--- src/rtl/core/dm1bam_pkg.sv ---
// dm1bam_pkg: shared constants, command types and identifiers for the
// dm1 broadcast reassembly and trouble-code decoder. No dependencies.
package dm1bam_pkg;

  localparam int MESSAGE_BYTES   = 42;
  localparam int SOURCE_COUNT    = 2;
  localparam int ROW_BYTES       = 7;
  localparam int ROWS_PER_SOURCE = (MESSAGE_BYTES + ROW_BYTES - 1) / ROW_BYTES;
  localparam int ROW_COUNT       = SOURCE_COUNT * ROWS_PER_SOURCE;
  localparam int ROW_ADDR_W      = $clog2(ROW_COUNT);
  localparam int ROW_IDX_W       = $clog2(ROWS_PER_SOURCE);
  localparam int LINE_BYTES      = ROWS_PER_SOURCE * ROW_BYTES;
  localparam int SLOT_LIMIT      = 10;
  localparam int MAX_SLOTS       = ((MESSAGE_BYTES - 2) / 4 > SLOT_LIMIT) ?
                                   SLOT_LIMIT : (MESSAGE_BYTES - 2) / 4;
  localparam int CMD_DEPTH       = 2;
  localparam int CMD_PTR_W       = $clog2(CMD_DEPTH);
  localparam int CFG_INDEX_W     = 2;

  // identifier bits above the source address
  localparam logic [20:0] SINGLE_ID_HI   = 21'h18FECA;
  localparam logic [20:0] ANNOUNCE_ID_HI = 21'h1CECFF;
  localparam logic [20:0] DATA_ID_HI     = 21'h1CEBFF;

  localparam logic [7:0] TP_CM_BAM     = 8'h20;
  localparam logic [7:0] PGN_LOW       = 8'hCA;
  localparam logic [7:0] PGN_MID       = 8'hFE;
  localparam logic [7:0] SPN_HIGH_MASK = 8'hE0;
  localparam logic [7:0] FMI_MASK      = 8'h1F;
  localparam logic [5:0] SINGLE_FRAME_LEN = 6'd6;

  localparam logic [7:0] SOURCE_A_RESET = 8'd239;
  localparam logic [7:0] SOURCE_B_RESET = 8'd3;

  localparam logic [CFG_INDEX_W-1:0] REG_SOURCE_A = CFG_INDEX_W'(0);
  localparam logic [CFG_INDEX_W-1:0] REG_SOURCE_B = CFG_INDEX_W'(1);

  typedef enum logic [1:0] {
    CMD_SINGLE,
    CMD_CLEAR,
    CMD_DATA
  } cmd_op_t;

  typedef logic [ROW_BYTES-1:0][7:0] row_t;

  typedef struct packed {
    cmd_op_t                op;
    logic                   src;
    logic                   store;
    logic                   finish;
    logic [ROW_IDX_W-1:0]   row;
    logic [5:0]             length;
    row_t                   payload;
  } cmd_t;

endpackage

--- src/rtl/core/dm1bam_if.sv ---
// dm1bam_if: valid/ready channel interfaces for frames, results and config.
// Depends on dm1bam_pkg for the config index width.
interface dm1bam_frame_if ();
  logic        valid;
  logic        ready;
  logic [28:0] frame_id;
  logic [7:0]  data_byte0;
  logic [7:0]  data_byte1;
  logic [7:0]  data_byte2;
  logic [7:0]  data_byte3;
  logic [7:0]  data_byte4;
  logic [7:0]  data_byte5;
  logic [7:0]  data_byte6;
  logic [7:0]  data_byte7;

  modport source (
    output valid, frame_id, data_byte0, data_byte1, data_byte2, data_byte3,
           data_byte4, data_byte5, data_byte6, data_byte7,
    input  ready
  );
  modport sink (
    input  valid, frame_id, data_byte0, data_byte1, data_byte2, data_byte3,
           data_byte4, data_byte5, data_byte6, data_byte7,
    output ready
  );
endinterface

interface dm1bam_result_if ();
  logic        valid;
  logic        ready;
  logic        source_select;
  logic [5:0]  message_length;
  logic [7:0]  lamp_status;
  logic [3:0]  dtc_index;
  logic [18:0] suspect_number;
  logic [4:0]  failure_mode;
  logic        dtc_present;
  logic        last;

  modport source (
    output valid, source_select, message_length, lamp_status, dtc_index,
           suspect_number, failure_mode, dtc_present, last,
    input  ready
  );
  modport sink (
    input  valid, source_select, message_length, lamp_status, dtc_index,
           suspect_number, failure_mode, dtc_present, last,
    output ready
  );
endinterface

interface dm1bam_cfg_if import dm1bam_pkg::*; ();
  logic                   valid;
  logic                   ready;
  logic [CFG_INDEX_W-1:0] index;
  logic [7:0]             data;

  modport source (output valid, index, data, input ready);
  modport sink (input valid, index, data, output ready);
endinterface

--- src/rtl/core/dm1bam_front.sv ---
// dm1bam_front: accepts frames, matches identifiers, tracks per-source
// announce state and issues commands. Depends on dm1bam_pkg, dm1bam_if.
module dm1bam_front import dm1bam_pkg::*; (
  input  logic             clk,
  input  logic             rst,
  dm1bam_frame_if.sink     frame,
  dm1bam_cfg_if.sink       cfg,
  input  logic             cmd_full,
  output logic             cmd_push,
  output cmd_t             cmd
);

  logic [7:0] source_addr [SOURCE_COUNT];
  logic       active      [SOURCE_COUNT];
  logic [5:0] ann_len     [SOURCE_COUNT];
  logic [7:0] ann_packets [SOURCE_COUNT];

  logic [SOURCE_COUNT-1:0] sf_hit;
  logic [SOURCE_COUNT-1:0] an_hit;
  logic [SOURCE_COUNT-1:0] dt_hit;
  logic        sel;
  logic        accept;
  logic        ann_ok;
  logic [15:0] ann_raw;
  logic [5:0]  ann_len_sat;
  logic [7:0]  seq;
  logic        seq_ok;
  logic        finish;
  row_t        data_row;
  row_t        single_row;

  assign cfg.ready   = 1'b1;
  assign frame.ready = !cmd_full;
  assign accept      = frame.valid && frame.ready;

  always_comb begin
    for (int s = 0; s < SOURCE_COUNT; s++) begin
      sf_hit[s] = frame.frame_id == {SINGLE_ID_HI, source_addr[s]};
      an_hit[s] = frame.frame_id == {ANNOUNCE_ID_HI, source_addr[s]};
      dt_hit[s] = frame.frame_id == {DATA_ID_HI, source_addr[s]};
    end
  end

  // source a wins when both addresses match
  assign sel = !(sf_hit[0] || an_hit[0] || dt_hit[0]);

  assign ann_ok = (frame.data_byte0 == TP_CM_BAM) && (frame.data_byte5 == PGN_LOW) &&
                  (frame.data_byte6 == PGN_MID);
  assign ann_raw = {frame.data_byte2, frame.data_byte1};
  assign ann_len_sat = (ann_raw > 16'(MESSAGE_BYTES)) ? 6'(MESSAGE_BYTES) : ann_raw[5:0];

  assign seq    = frame.data_byte0;
  assign seq_ok = active[sel] && (seq != 8'd0) && (seq <= ann_packets[sel]);
  assign finish = seq == ann_packets[sel];

  assign data_row = {frame.data_byte7, frame.data_byte6, frame.data_byte5, frame.data_byte4,
                     frame.data_byte3, frame.data_byte2, frame.data_byte1};
  assign single_row = {frame.data_byte6, frame.data_byte5, frame.data_byte4, frame.data_byte3,
                       frame.data_byte2, frame.data_byte1, frame.data_byte0};

  always_comb begin
    cmd_push    = 1'b0;
    cmd.op      = CMD_DATA;
    cmd.src     = sel;
    cmd.store   = seq <= 8'(ROWS_PER_SOURCE);
    cmd.finish  = finish;
    cmd.row     = ROW_IDX_W'(seq - 8'd1);
    cmd.length  = ann_len[sel];
    cmd.payload = data_row;
    if (accept) begin
      if (sf_hit[sel]) begin
        cmd_push    = 1'b1;
        cmd.op      = CMD_SINGLE;
        cmd.length  = SINGLE_FRAME_LEN;
        cmd.payload = single_row;
      end else if (an_hit[sel] && ann_ok) begin
        cmd_push = 1'b1;
        cmd.op   = CMD_CLEAR;
      end else if (dt_hit[sel] && seq_ok) begin
        cmd_push = 1'b1;
      end
    end
  end

  always_ff @(posedge clk) begin
    if (rst) begin
      source_addr[0] <= SOURCE_A_RESET;
      source_addr[1] <= SOURCE_B_RESET;
      for (int s = 0; s < SOURCE_COUNT; s++) begin
        active[s]      <= 1'b0;
        ann_len[s]     <= '0;
        ann_packets[s] <= '0;
      end
    end else begin
      if (cfg.valid) begin
        case (cfg.index)
          REG_SOURCE_A: source_addr[0] <= cfg.data;
          REG_SOURCE_B: source_addr[1] <= cfg.data;
          default: ;
        endcase
      end
      if (accept) begin
        if (an_hit[sel] && ann_ok) begin
          ann_len[sel]     <= ann_len_sat;
          ann_packets[sel] <= frame.data_byte3;
          active[sel]      <= 1'b1;
        end else if (dt_hit[sel] && seq_ok && finish) begin
          active[sel] <= 1'b0;
        end
      end
    end
  end

endmodule

--- src/rtl/core/dm1bam_cmd_fifo.sv ---
// dm1bam_cmd_fifo: short command queue between the front and back ends.
// Depends on dm1bam_pkg for cmd_t and the depth.
module dm1bam_cmd_fifo import dm1bam_pkg::*; (
  input  logic clk,
  input  logic rst,
  input  logic push,
  input  cmd_t push_cmd,
  output logic full,
  output logic valid,
  output cmd_t head,
  input  logic pop
);

  cmd_t                 entry [CMD_DEPTH];
  logic [CMD_PTR_W-1:0] wr_ptr;
  logic [CMD_PTR_W-1:0] rd_ptr;
  logic [CMD_PTR_W:0]   fill;
  logic                 push_ok;
  logic                 pop_ok;

  assign full    = fill == (CMD_PTR_W + 1)'(CMD_DEPTH);
  assign valid   = fill != '0;
  assign head    = entry[rd_ptr];
  assign push_ok = push && !full;
  assign pop_ok  = pop && valid;

  always_ff @(posedge clk) begin
    if (push_ok) entry[wr_ptr] <= push_cmd;
  end

  always_ff @(posedge clk) begin
    if (rst) begin
      wr_ptr <= '0;
      rd_ptr <= '0;
      fill   <= '0;
    end else begin
      if (push_ok) wr_ptr <= wr_ptr + 1'b1;
      if (pop_ok) rd_ptr <= rd_ptr + 1'b1;
      case ({push_ok, pop_ok})
        2'b10:   fill <= fill + 1'b1;
        2'b01:   fill <= fill - 1'b1;
        default: fill <= fill;
      endcase
    end
  end

endmodule

--- src/rtl/core/dm1bam_back.sv ---
// dm1bam_back: row buffer, message reload and per-dtc result emission.
// Depends on dm1bam_pkg and dm1bam_if.
module dm1bam_back import dm1bam_pkg::*; (
  input  logic            clk,
  input  logic            rst,
  input  logic            cmd_valid,
  input  cmd_t            cmd,
  output logic            cmd_pop,
  dm1bam_result_if.source result
);

  typedef enum logic [1:0] {
    ST_IDLE,
    ST_LOAD,
    ST_FLUSH,
    ST_EMIT
  } state_t;

  state_t state;

  row_t                   mem [ROW_COUNT];
  logic [ROW_COUNT-1:0]   row_valid;
  row_t                   rd_data;
  logic                   rd_ok;
  logic [ROW_IDX_W-1:0]   rd_row;
  logic                   rd_pend;
  logic [ROW_ADDR_W-1:0]  wr_base;
  logic [ROW_ADDR_W-1:0]  wr_addr;
  logic [ROW_ADDR_W-1:0]  rd_addr;

  logic [LINE_BYTES-1:0][7:0] msg;
  logic       src_r;
  logic [5:0] len_r;
  logic [3:0] present_r;
  logic [3:0] k;
  logic [3:0] last_k;
  logic [7:0] lamp_r;

  logic [5:0] len_less2;
  logic [3:0] present_raw;
  logic [3:0] present_next;
  row_t       shift_row;
  logic       out_free;
  logic       dtc_on;
  logic [7:0] lamp_now;
  logic [7:0] spn_high;
  logic [7:0] fmi_bits;

  assign cmd_pop = (state == ST_IDLE) && cmd_valid;

  assign wr_base = cmd.src ? ROW_ADDR_W'(ROWS_PER_SOURCE) : '0;
  assign wr_addr = wr_base + ROW_ADDR_W'(cmd.row);
  assign rd_addr = (src_r ? ROW_ADDR_W'(ROWS_PER_SOURCE) : '0) + ROW_ADDR_W'(rd_row);

  // slots whose four bytes lie fully inside the length
  assign len_less2   = cmd.length - 6'd2;
  assign present_raw = (cmd.length >= 6'd6) ? len_less2[5:2] : 4'd0;
  assign present_next = (present_raw > 4'(MAX_SLOTS)) ? 4'(MAX_SLOTS) : present_raw;

  assign shift_row = rd_ok ? rd_data : '0;
  assign out_free  = !result.valid || result.ready;
  assign dtc_on    = k < present_r;
  assign lamp_now  = (len_r == 6'd0) ? 8'd0 : ((k == 4'd0) ? msg[0] : lamp_r);
  assign spn_high  = msg[4] & SPN_HIGH_MASK;
  assign fmi_bits  = msg[4] & FMI_MASK;

  always_ff @(posedge clk) begin
    if (cmd_pop && cmd.op == CMD_DATA && cmd.store) mem[wr_addr] <= cmd.payload;
    rd_data <= mem[rd_addr];
    rd_ok   <= row_valid[rd_addr];
  end

  // rows not written since the last announce read as zero
  always_ff @(posedge clk) begin
    if (rst) begin
      row_valid <= '0;
    end else if (cmd_pop) begin
      if (cmd.op == CMD_CLEAR) begin
        for (int i = 0; i < ROWS_PER_SOURCE; i++) row_valid[wr_base + ROW_ADDR_W'(i)] <= 1'b0;
      end else if (cmd.op == CMD_DATA && cmd.store) begin
        row_valid[wr_addr] <= 1'b1;
      end
    end
  end

  always_ff @(posedge clk) begin
    if (rst) begin
      state        <= ST_IDLE;
      result.valid <= 1'b0;
      rd_pend      <= 1'b0;
      rd_row       <= '0;
      k            <= '0;
    end else begin
      if (result.valid && result.ready && state != ST_EMIT) result.valid <= 1'b0;
      unique case (state)
        ST_IDLE: begin
          if (cmd_pop) begin
            src_r     <= cmd.src;
            len_r     <= cmd.length;
            present_r <= present_next;
            last_k    <= (present_next == 4'd0) ? 4'd0 : present_next - 4'd1;
            k         <= '0;
            if (cmd.op == CMD_SINGLE) begin
              msg   <= (LINE_BYTES * 8)'(cmd.payload);
              state <= ST_EMIT;
            end else if (cmd.op == CMD_DATA && cmd.finish) begin
              rd_row  <= '0;
              rd_pend <= 1'b0;
              state   <= ST_LOAD;
            end
          end
        end
        ST_LOAD: begin
          // one row read per beat; the read data is registered before it shifts in
          rd_pend <= 1'b1;
          if (rd_pend) msg <= {shift_row, msg[LINE_BYTES-1:ROW_BYTES]};
          if (rd_row == ROW_IDX_W'(ROWS_PER_SOURCE - 1)) begin
            state <= ST_FLUSH;
          end else begin
            rd_row <= rd_row + 1'b1;
          end
        end
        ST_FLUSH: begin
          msg     <= {shift_row, msg[LINE_BYTES-1:ROW_BYTES]};
          rd_pend <= 1'b0;
          state   <= ST_EMIT;
        end
        ST_EMIT: begin
          if (out_free) begin
            result.valid          <= 1'b1;
            result.source_select  <= src_r;
            result.message_length <= len_r;
            result.lamp_status    <= lamp_now;
            result.dtc_index      <= k;
            result.suspect_number <= dtc_on ? {spn_high[7:5], msg[3], msg[2]} : 19'd0;
            result.failure_mode   <= dtc_on ? fmi_bits[4:0] : 5'd0;
            result.dtc_present    <= dtc_on;
            result.last           <= k == last_k;
            lamp_r                <= lamp_now;
            // next slot starts four bytes on
            msg <= {32'h0, msg[LINE_BYTES-1:4]};
            if (k == last_k) begin
              state <= ST_IDLE;
            end else begin
              k <= k + 4'd1;
            end
          end
        end
        default: state <= ST_IDLE;
      endcase
    end
  end

endmodule

--- src/rtl/core/dm1_bam_reassembly_dtc_decoder_core.sv ---
// Frames from two configured source addresses are reassembled from broadcast transport
// announce and data packets, or taken as single-frame dm1 messages, and each completed
// message is emitted as one result beat per trouble-code slot (at least one). The front end
// takes a frame every cycle while its two-entry command queue has room; the back end pops
// announce and non-final data frames while idle. A completing data frame is popped,
// then six row reads of the 7-byte-wide message buffer and one flush fill the message
// before N result beats; a single-frame dm1 skips the reads. N counts the trouble-code
// slots, 1 to 10. Result beats leave through an output register, so a result-side stall
// holds the back end. Buffer rows carry valid bits cleared by reset and by
// each announce, so there is no clearing pass after reset. Depends on dm1bam_pkg, dm1bam_if.
module dm1_bam_reassembly_dtc_decoder_core import dm1bam_pkg::*; (
  input  logic            clk,
  input  logic            rst,
  dm1bam_cfg_if.sink      cfg,
  dm1bam_frame_if.sink    frame,
  dm1bam_result_if.source result
);

  logic cmd_push;
  logic cmd_full;
  logic cmd_valid;
  logic cmd_pop;
  cmd_t push_cmd;
  cmd_t head_cmd;

  dm1bam_front u_front (
    .clk      (clk),
    .rst      (rst),
    .frame    (frame),
    .cfg      (cfg),
    .cmd_full (cmd_full),
    .cmd_push (cmd_push),
    .cmd      (push_cmd)
  );

  dm1bam_cmd_fifo u_cmd_fifo (
    .clk      (clk),
    .rst      (rst),
    .push     (cmd_push),
    .push_cmd (push_cmd),
    .full     (cmd_full),
    .valid    (cmd_valid),
    .head     (head_cmd),
    .pop      (cmd_pop)
  );

  dm1bam_back u_back (
    .clk       (clk),
    .rst       (rst),
    .cmd_valid (cmd_valid),
    .cmd       (head_cmd),
    .cmd_pop   (cmd_pop),
    .result    (result)
  );

`ifndef NO_ASSERTIONS
  a_no_push_full: assert property (@(posedge clk) disable iff (rst)
    cmd_push |-> !cmd_full)
    else $error("command pushed into a full queue");

  a_absent_slot: assert property (@(posedge clk) disable iff (rst)
    result.valid && !result.dtc_present |->
      result.suspect_number == 19'd0 && result.failure_mode == 5'd0 &&
      result.dtc_index == 4'd0 && result.last)
    else $error("absent slot beat carries data or is not the only beat");

  a_slot_in_length: assert property (@(posedge clk) disable iff (rst)
    result.valid && result.dtc_present |->
      ({1'b0, result.dtc_index, 2'b00} + 7'd6) <= {1'b0, result.message_length})
    else $error("present slot lies beyond message length");
`endif

endmodule
--- src/flat_wrapper.sv ---
// flat-port wrapper written by rule: the top's interface ports become plain ports
module dm1_bam_reassembly_dtc_decoder_core_flat import dm1bam_pkg::*;
  (clk, rst, cfg_valid, cfg_index, cfg_data, cfg_ready, frame_valid, frame_frame_id, frame_data_byte0, frame_data_byte1, frame_data_byte2, frame_data_byte3, frame_data_byte4, frame_data_byte5, frame_data_byte6, frame_data_byte7, frame_ready, result_valid, result_source_select, result_message_length, result_lamp_status, result_dtc_index, result_suspect_number, result_failure_mode, result_dtc_present, result_last, result_ready);
  dm1bam_cfg_if cfg_i ();
  dm1bam_frame_if frame_i ();
  dm1bam_result_if result_i ();
  input  logic clk;
  input  logic rst;
  input wire logic [$bits(cfg_i.valid)-1:0] cfg_valid;
  input wire logic [$bits(cfg_i.index)-1:0] cfg_index;
  input wire logic [$bits(cfg_i.data)-1:0] cfg_data;
  output wire logic [$bits(cfg_i.ready)-1:0] cfg_ready;
  input wire logic [$bits(frame_i.valid)-1:0] frame_valid;
  input wire logic [$bits(frame_i.frame_id)-1:0] frame_frame_id;
  input wire logic [$bits(frame_i.data_byte0)-1:0] frame_data_byte0;
  input wire logic [$bits(frame_i.data_byte1)-1:0] frame_data_byte1;
  input wire logic [$bits(frame_i.data_byte2)-1:0] frame_data_byte2;
  input wire logic [$bits(frame_i.data_byte3)-1:0] frame_data_byte3;
  input wire logic [$bits(frame_i.data_byte4)-1:0] frame_data_byte4;
  input wire logic [$bits(frame_i.data_byte5)-1:0] frame_data_byte5;
  input wire logic [$bits(frame_i.data_byte6)-1:0] frame_data_byte6;
  input wire logic [$bits(frame_i.data_byte7)-1:0] frame_data_byte7;
  output wire logic [$bits(frame_i.ready)-1:0] frame_ready;
  output wire logic [$bits(result_i.valid)-1:0] result_valid;
  output wire logic [$bits(result_i.source_select)-1:0] result_source_select;
  output wire logic [$bits(result_i.message_length)-1:0] result_message_length;
  output wire logic [$bits(result_i.lamp_status)-1:0] result_lamp_status;
  output wire logic [$bits(result_i.dtc_index)-1:0] result_dtc_index;
  output wire logic [$bits(result_i.suspect_number)-1:0] result_suspect_number;
  output wire logic [$bits(result_i.failure_mode)-1:0] result_failure_mode;
  output wire logic [$bits(result_i.dtc_present)-1:0] result_dtc_present;
  output wire logic [$bits(result_i.last)-1:0] result_last;
  input wire logic [$bits(result_i.ready)-1:0] result_ready;
  assign cfg_i.valid = cfg_valid;
  assign cfg_i.index = cfg_index;
  assign cfg_i.data = cfg_data;
  assign cfg_ready = cfg_i.ready;
  assign frame_i.valid = frame_valid;
  assign frame_i.frame_id = frame_frame_id;
  assign frame_i.data_byte0 = frame_data_byte0;
  assign frame_i.data_byte1 = frame_data_byte1;
  assign frame_i.data_byte2 = frame_data_byte2;
  assign frame_i.data_byte3 = frame_data_byte3;
  assign frame_i.data_byte4 = frame_data_byte4;
  assign frame_i.data_byte5 = frame_data_byte5;
  assign frame_i.data_byte6 = frame_data_byte6;
  assign frame_i.data_byte7 = frame_data_byte7;
  assign frame_ready = frame_i.ready;
  assign result_valid = result_i.valid;
  assign result_source_select = result_i.source_select;
  assign result_message_length = result_i.message_length;
  assign result_lamp_status = result_i.lamp_status;
  assign result_dtc_index = result_i.dtc_index;
  assign result_suspect_number = result_i.suspect_number;
  assign result_failure_mode = result_i.failure_mode;
  assign result_dtc_present = result_i.dtc_present;
  assign result_last = result_i.last;
  assign result_i.ready = result_ready;
  dm1_bam_reassembly_dtc_decoder_core u_core (.clk(clk), .rst(rst), .cfg(cfg_i), .frame(frame_i), .result(result_i));
endmodule
--- config.mk ---
export PLATFORM = sky130hd
export DESIGN_NAME = dm1_bam_reassembly_dtc_decoder_core_flat
export DESIGN_NICKNAME = d
export VERILOG_FILES = /design/src/rtl/core/dm1bam_pkg.sv /design/src/rtl/core/dm1bam_if.sv /design/src/rtl/core/dm1bam_front.sv /design/src/rtl/core/dm1bam_cmd_fifo.sv /design/src/rtl/core/dm1bam_back.sv /design/src/rtl/core/dm1_bam_reassembly_dtc_decoder_core.sv /design/src/flat_wrapper.sv
export SDC_FILE = /design/constraint.sdc
export NUM_CORES = 1
export LEC_CHECK = 0
export ABC_AREA = 1
export BUFFER_PORTS_ARGS = -buffer_cell sky130_fd_sc_hd__buf_2
export CORE_MARGIN = 4
export CORE_UTILIZATION = 40
export CTS_CLUSTER_DIAMETER = 120
export CTS_CLUSTER_SIZE = 16
export DETAILED_ROUTE_END_ITERATION = 7
export SETUP_SLACK_MARGIN = 0.5
export SLEW_MARGIN = 30
export SYNTH_ARGS = -nofsm -noshare
export SYNTH_HDL_FRONTEND = slang
export SYNTH_HIERARCHICAL = 1
export SYNTH_SLANG_ARGS = --single-unit
--- constraint.sdc ---
create_clock -name clk -period 30 [get_ports clk]
set_input_delay 3 -clock clk [delete_from_list [all_inputs] [get_ports clk]]
set_output_delay 3 -clock clk [all_outputs]
set_load 0.005 [all_outputs]
==> results of run 1 <==
==> metrics by stage <==
stage	worst slack (ps)	utilization [%]	total power, mW	hold WS, ps	area (sq um)
detailed placement	21800	42.1	2.07	439	56300
global placement	21790	42.0	2.07	435	56200
global route	22160	44.1	3.33	471	59100
floorplan	3850	-	2.05	427	54000
finish	22640	44.1	3.22	457	59100
CTS	22500	44.1	3.25	458	58900
==> kinds of logic (layout without fill, tap and decap cells) <==
group,Yosys count,after routing,synth area share [%]
buf+inv,703,833,5.70
flops,1323,1323,71.9
other cells,1,2,0.00694
compound gates,907,907,9.84
xor+xnor,16,16,0.259
fa+ha+maj,32,32,0.769
simple gates,1251,1251,9.55
mux,70,70,1.94
==> worst max-delay path, stage by stage <==
cell,delay (ps)
buf_2,100
or2_1,240
nor3_2,190
nand3_1,130
nand3_1,180
nand2_2,500
inv_2,740
nand2_1,100
nand2_1,90
inv_1,50
ha_1,290
nand2_1,60
inv_1,60
nand3_1,60
nor3_1,340
a21oi_1,90
nor2_1,160
nand2_1,70
o21ai_1,180
inv_1,60
nor2_1,160
inv_1,110
nor2_4,80
buf_4,310
buf_16,290
==> worst min path at each step <==
stage                                                                   to  slack, ps  cells after the start
after floorplan           u_core/u_back/result.message_length[1]$_DFFE_PP_        430                      0
after detailed placement  u_core/u_back/result.message_length[4]$_DFFE_PP_        440                      0
final                     u_core/u_back/result.message_length[5]$_DFFE_PP_        460                      0
after global routing      u_core/u_back/result.message_length[5]$_DFFE_PP_        470                      0
after global placement    u_core/u_back/result.message_length[4]$_DFFE_PP_        430                      0
after CTS                 u_core/u_back/result.message_length[4]$_DFFE_PP_        460                      0
==> synth_stat cells, drive strengths merged, types with 14 or more instances <==
cell type / n
dfxtp: 85
inv: 448
nor3: 41
nand2: 557
ha: 30
o221ai: 72
nand3: 124
edfxtp: 1238
clkbuf: 71
nand4: 16
nor2: 503
o211ai: 14
buf: 183
mux2: 70
o22ai: 357
o21ai: 416
a21oi: 42
==> per-layer routing <==
layer	track usage (%)	vias up	wire length, um
met1	26.6	16500	58800
met3	2.32	182	9630
li1	-	15500	-
met4	4.99	0	3310
met5	0	-	0
met2	29.2	1278	61500
==> report_power, final <==
part	switching (mW)	internal, mW
registers	0.00152	1.99
clock network	0.605	0.592
logic	0.0208	0.0119
total	0.628	2.59
==> layout by cell type (no fill, tap or decap), types with 7 or more instances in the layout <==
master | Yosys | layout
o21ai_1 | 100 | 102
inv_1 | 441 | 435
o221ai_1 | 72 | 72
o21ai_0 | 315 | 313
clkbuf_16 | 0 | 94
nand3_1 | 123 | 122
o211ai_1 | 14 | 14
nor2_1 | 499 | 491
a21oi_1 | 41 | 41
buf_2 | 134 | 154
mux2_4 | 70 | 70
ha_1 | 30 | 28
o22ai_1 | 357 | 357
nand2_1 | 551 | 548
nand4_1 | 16 | 16
clkbuf_1 | 68 | 69
buf_4 | 20 | 51
nor2_4 | 2 | 10
dfxtp_1 | 85 | 83
inv_2 | 6 | 10
xnor2_1 | 12 | 12
nor3_2 | 31 | 33
edfxtp_1 | 1238 | 1238
nor3_1 | 10 | 7
==> sequential cells by signal (all words and copies together) (netlist names), 6 cells and up, named ones only <==
signal                               flops
u_core/u_back/mem                      672
u_core/u_back/rd_data                   56
u_core/u_front/ann_len                  12
u_core/u_front/source_addr              16
u_core/u_back/result.message_length      6
u_core/u_front/ann_packets              16
u_core/u_cmd_fifo/entry                140
u_core/u_back/row_valid                 12
u_core/u_back/msg                      315
u_core/u_back/len_r                      6
u_core/u_back/result.suspect_number     19
u_core/u_back/lamp_r                     8
==> layout make-up <==
class,instances,area share (%)
Multi-Input combinational cell,2277,20.7
Tap cell,1768,3.75
Clock buffer,163,4.42
Inverter,449,2.88
Clock inverter,5,0.104
Timing Repair Buffer,216,2.30
Sequential cell,1323,65.8
Antenna cell,1,0.00424
==> reports/qor.yml, run 1 <==
post-synth-top-area-cell: "edfxtp_1"
worst_skew_pair.late_latency_ps: 680
worstPathArrival_ps: 7700
worstMarginPinSlew_ps: 964
maximum_number_of_pins_on_one_net_before_global_route_repair: 137
globalplace.congestion: 0.871
vias_per_cell: 5.39
power.ir.vdd_worst_mv: 0.0445
layout.nets: 4499
postCtsSetupBuffers: 0
io_buffer_count: 154
timing_worst_setup_path_type: "input pin to register"
cts-resized-gates: 0
fp-row-count: 134
ant_nets: 0
timing.reg2reg.worst_path_depth: 27
multi_input_area_sq_mm: 0.0122
place.detailed.instances: 6030
ioPinCount: 156
yosysSeqAreaShare_pct: 71.9
areaGrowthSynthToFinish_pct: 9.26
distinct_cell_type_count_after_synthesis: 47
clk_root_buffer_cell: "clkbuf_16"
synthesis.instances: 4303
die-height_um: 376
crit_start: "frame_frame_id[12]"
routed-via-count: 33500
seqCellArea_sq_mm: 0.0389
final_layout_size_suffix_gt1_share_pct: 10.6
power_density_mw_per_mm2: 54.6
die_area_sq_mm: 0.141
cts_tree: "done"
required_ps: 30340
synth_ff_type: "edfxtp_1"
grt.overflow.total: 0
core_area_sq_mm: 0.134
groute.usage.overall_pct: 18.3
path_max_fanout: 51
detail_route.wl_per_cell_um: 21.5
synth-edff-count: 1238
setup_violations: 0
critical_path_endpoint_category: "register"
synth_area_sq_mm: 0.0540
drc_errors: 0
max_cap_violations: 0
instances_no_fill: 6202
synth_fp_nets: 4443
path_clk_slew_ps: 70
fmaxAchievable_mhz: 136
worst_r2r_endpoint: "u_core/u_cmd_fifo/entry[0][25]$_DFFE_PP_"
tritoncts.num_buffers: 92
cts_hold_buffers: 0
r2r_slack_ps: 24860
async_reset_ff_share_pct: 0
synth_largest_type_area_fraction_pct: 68.8
status: "finished clean"
min-delay-path-class: "register to register"
slew_violations: 0
hold_violations: 0
leakagePower_nw: 20.9
layout.filler_cells: 12200
final_cycle_utilization_of_the_critical_path_pct: 24.5
postSynthRegisterBits: 1323
wirelength_mm: 133
htree_levels: 3
yosysWarningCount: 6
startpoint_of_the_tightest_hold_check_path: "u_core/u_back/len_r[5]$_DFFE_PP_"
place.detailed.hpwl_mm: 77.7
grt_first_pass_wirelength_mm: 199
clockBufferDepth: 3
antenna_found_initial: 1
layout_min_cycle_time_ps: 7360
grt_pass1_vias: 31900
setup.worst_path.end: "u_core/u_cmd_fifo/entry[0][25]$_DFFE_PP_"
timing.slew.headroom_pct: 35.7
horizontal_die_dimension_um: 376
layout_skew_ps: 27.6
starting_density_of_the_core_pct: 40.4
drt_first_iter_violations: 3450
syn-mean-instance-area_sq_um: 12.6
drt-pass1-iter-count: 6
fin_setup_tns_ps: 0
startpoint_type: "input pin"
worstReg2RegStart: "u_core/u_front/source_addr[0][1]$_DFFE_PP_"
rsz0062_at_grt: "false"
cts.sink_count: 1323
post_synth_main_area_contributors: "edfxtp_1, o22ai_1, nand2_1"
No activity file was read; power rests on OpenSTA's default activity.
==> run 2, diff against run 1 <==
clock period = 7.7 ns   (was 30 ns; I/O delays follow)
==> reports/qor.yml, run 2 (same netlist as run 1, synthesis figures left out) <==
status: "finished clean"
path_clk_slew_ps: 70  # about the same
vias_per_cell: 5.33  # -1.2%
hold_violations: 0  # unchanged
grt.overflow.total: 0  # unchanged
antenna_found_initial: 6  # +5
required_ps: 8030  # -22310 ps
cts-resized-gates: 0  # unchanged
horizontal_die_dimension_um: 376  # unchanged
largest_registers: "u_core/u_back/mem (672), u_core/u_back/msg (315), u_core/u_cmd_fifo/entry (140)"
regMostFlops: "u_core/u_back/mem"
detail_route.wl_per_cell_um: 21.1  # -1.6%
drt-pass1-iter-count: 7  # +1
power_density_mw_per_mm2: 212  # +290%
cts.sink_count: 1323  # unchanged
setup.worst_path.end: "u_core/u_cmd_fifo/entry[1][14]$_DFFE_PP_"
setup_violations: 0  # unchanged
path_max_fanout: 31  # -39%
rsz0062_at_grt: "false"
cpPeakStageDelay_ps: 500  # -240 ps
final_common_cell: "edfxtp_1"
final_layout_size_suffix_gt1_share_pct: 10.4  # -0.17 points
starting_density_of_the_core_pct: 40.4  # unchanged
grt_first_pass_wirelength_mm: 197  # -1.3%
slew_violations: 0  # unchanged
grt_pass1_vias: 31700  # -0.77%
power.ir.vdd_worst_mv: 0.163  # +270%
timing.slew.headroom_pct: 31.7  # -4.0 points
largest_reg_flops: 672  # unchanged
groute.usage.overall_pct: 18.0  # -0.31 points
ant_nets: 0  # unchanged
routed-via-count: 33000  # -1.4%
worstReg2RegStart: "u_core/u_front/source_addr[0][0]$_DFFE_PP_"
path_common_cell: "nand2_1"
layout_min_cycle_time_ps: 4650
layout.filler_cells: 12200  # +0.25%
cts_hold_buffers: 0  # unchanged
timing_worst_setup_path_type: "register to register"
die-height_um: 376  # unchanged
cts_tree: "done"
timing.reg2reg.worst_path_depth: 24  # -11%
fp-row-count: 134  # unchanged
wirelength_mm: 131  # -1.8%
r2r_slack_ps: 3050  # -21810 ps
areaGrowthSynthToFinish_pct: 9.14
worst_r2r_endpoint: "u_core/u_cmd_fifo/entry[1][14]$_DFFE_PP_"
core_area_sq_mm: 0.134  # unchanged
worst_skew_pair.late_latency_ps: 680  # about the same
io_buffer_count: 154  # unchanged
final_cycle_utilization_of_the_critical_path_pct: 60.4
tritoncts.num_buffers: 92  # unchanged
place.detailed.instances: 6021  # -0.15%
worstMarginPinSlew_ps: 1020  # +60.1 ps
utilization_pct: 44.1  # -0.050 points
layout.nets: 4489  # -0.22%
ioPinCount: 156  # unchanged
drt_first_iter_violations: 3336  # -3.3%
max_cap_violations: 0  # unchanged
drc_errors: 0  # unchanged
crit_start: "u_core/u_front/source_addr[0][0]$_DFFE_PP_"
fmaxAchievable_mhz: 215
clk_root_buffer_cell: "clkbuf_16"
min-delay-path-class: "input pin to register"
leakagePower_nw: 20.9  # -0.13%
instances_no_fill: 6191  # -0.18%
worstPathArrival_ps: 4970  # -2730 ps
cp_slowest_cell: "inv_2"
final_cell_mix: "edfxtp_1, nand2_1, nor2_1"
startpoint_type: "register"
crit_path_cell_trace: "xnor2_1 -> nand2_1 -> nor2_1 -> nand2_1 -> inv_1 -> nand2_2 -> inv_2 -> nand2_1 -> nand2_1 -> inv_1 -> ha_1 -> nand2_1 -> inv_1 -> nand3_1 -> nor3_1 -> a21oi_1 -> nor2_1 -> nand2_1 -> o21ai_1 -> inv_1 -> nor2_1 -> nand2_1 -> inv_2 -> buf_4"
postCtsSetupBuffers: 0  # unchanged
layout_skew_ps: 33.7  # +6.08 ps
maximum_number_of_pins_on_one_net_before_global_route_repair: 193  # +41%
htree_levels: 3  # unchanged
die_area_sq_mm: 0.141  # unchanged
place.detailed.hpwl_mm: 76.6  # -1.4%
critical_path_endpoint_category: "register"
globalplace.congestion: 0.857  # -1.7%
clockBufferDepth: 3  # unchanged
run 2: cell count changes in the layout (fill, tap and decap cells not counted), moves of 2 or more:
| cell | change |
|---|---|
| o21ai_2 | +2 |
| o21ai_0 | -2 |
| buf_6 | -5 |
| buf_4 | -9 |
| buf_12 | +5 |
run 2: critical path: cells and delay by family (launching register included):
| family | cells | cell delay (ps) |
|---|---|---|
| fa+ha+maj | 1 | 290 |
| buf+inv | 7 | 1580 |
| simple gates | 13 | 1580 |
| compound gates | 2 | 270 |
| xor+xnor | 1 | 160 |
| flops | 1 | 380 |
run 2: worst min-delay path by stage:
stage	slack, ps	end	cells after the start	from
after floorplan	430	u_core/u_back/result.message_length[1]$_DFFE_PP_	0	u_core/u_back/len_r[1]$_DFFE_PP_
after global placement	430	u_core/u_back/result.message_length[3]$_DFFE_PP_	0	u_core/u_back/len_r[3]$_DFFE_PP_
after detailed placement	440	u_core/u_back/result.message_length[4]$_DFFE_PP_	0	u_core/u_back/len_r[4]$_DFFE_PP_
after CTS	290	u_core/u_front/source_addr[0][5]$_SDFFCE_PP1P_	3	cfg_data[5]
after global routing	340	u_core/u_front/source_addr[0][1]$_DFFE_PP_	2	cfg_data[1]
final	350	u_core/u_front/source_addr[0][5]$_SDFFCE_PP1P_	3	cfg_data[5]
run 2: area by class of cell:
| class | instances | area (sq um) | share of cell area [%] |
|---|---|---|---|
| Inverter | 449 | 1700 | 2.88 |
| Clock inverter | 5 | 65.1 | 0.110 |
| Multi-Input combinational cell | 2277 | 12200 | 20.7 |
| Tap cell | 1768 | 2210 | 3.75 |
| Sequential cell | 1323 | 38900 | 65.9 |
| Timing Repair Buffer | 206 | 1310 | 2.22 |
| Antenna cell | 2 | 5.00 | 0.00848 |
| Clock buffer | 161 | 2580 | 4.38 |
run 2: layer usage:
metal	global-route usage (%)	vias up	part of all wire [%]
met3	2.17	147	6.4
met1	26.5	16300	46
met4	4.19	0	1.8
met5	0	-	0
met2	28.8	1092	46
li1	-	15400	-
run 2: per-stage QoR:
step           worst slack [ps]  power, mW  TNS (ps)  area [sq um]  hold slack (ps)
2_1_floorplan             -1520       7.98   -485260         54100              427
3_3_place_gp               2410       8.05         0         56200              433
3_5_place_dp               2330       8.05         0         56300              442
4_1_cts                    2880       12.6         0         58900              292
5_1_grt                    2520       12.9         0         59000              337
6_report                   3050       12.5         0         59000              354
run 2: report_power, final:
group	switching (mW)	internal, mW
clock	2.34	2.29
sequential	0.00509	7.76
combinational	0.0816	0.0462
total	2.43	10.1
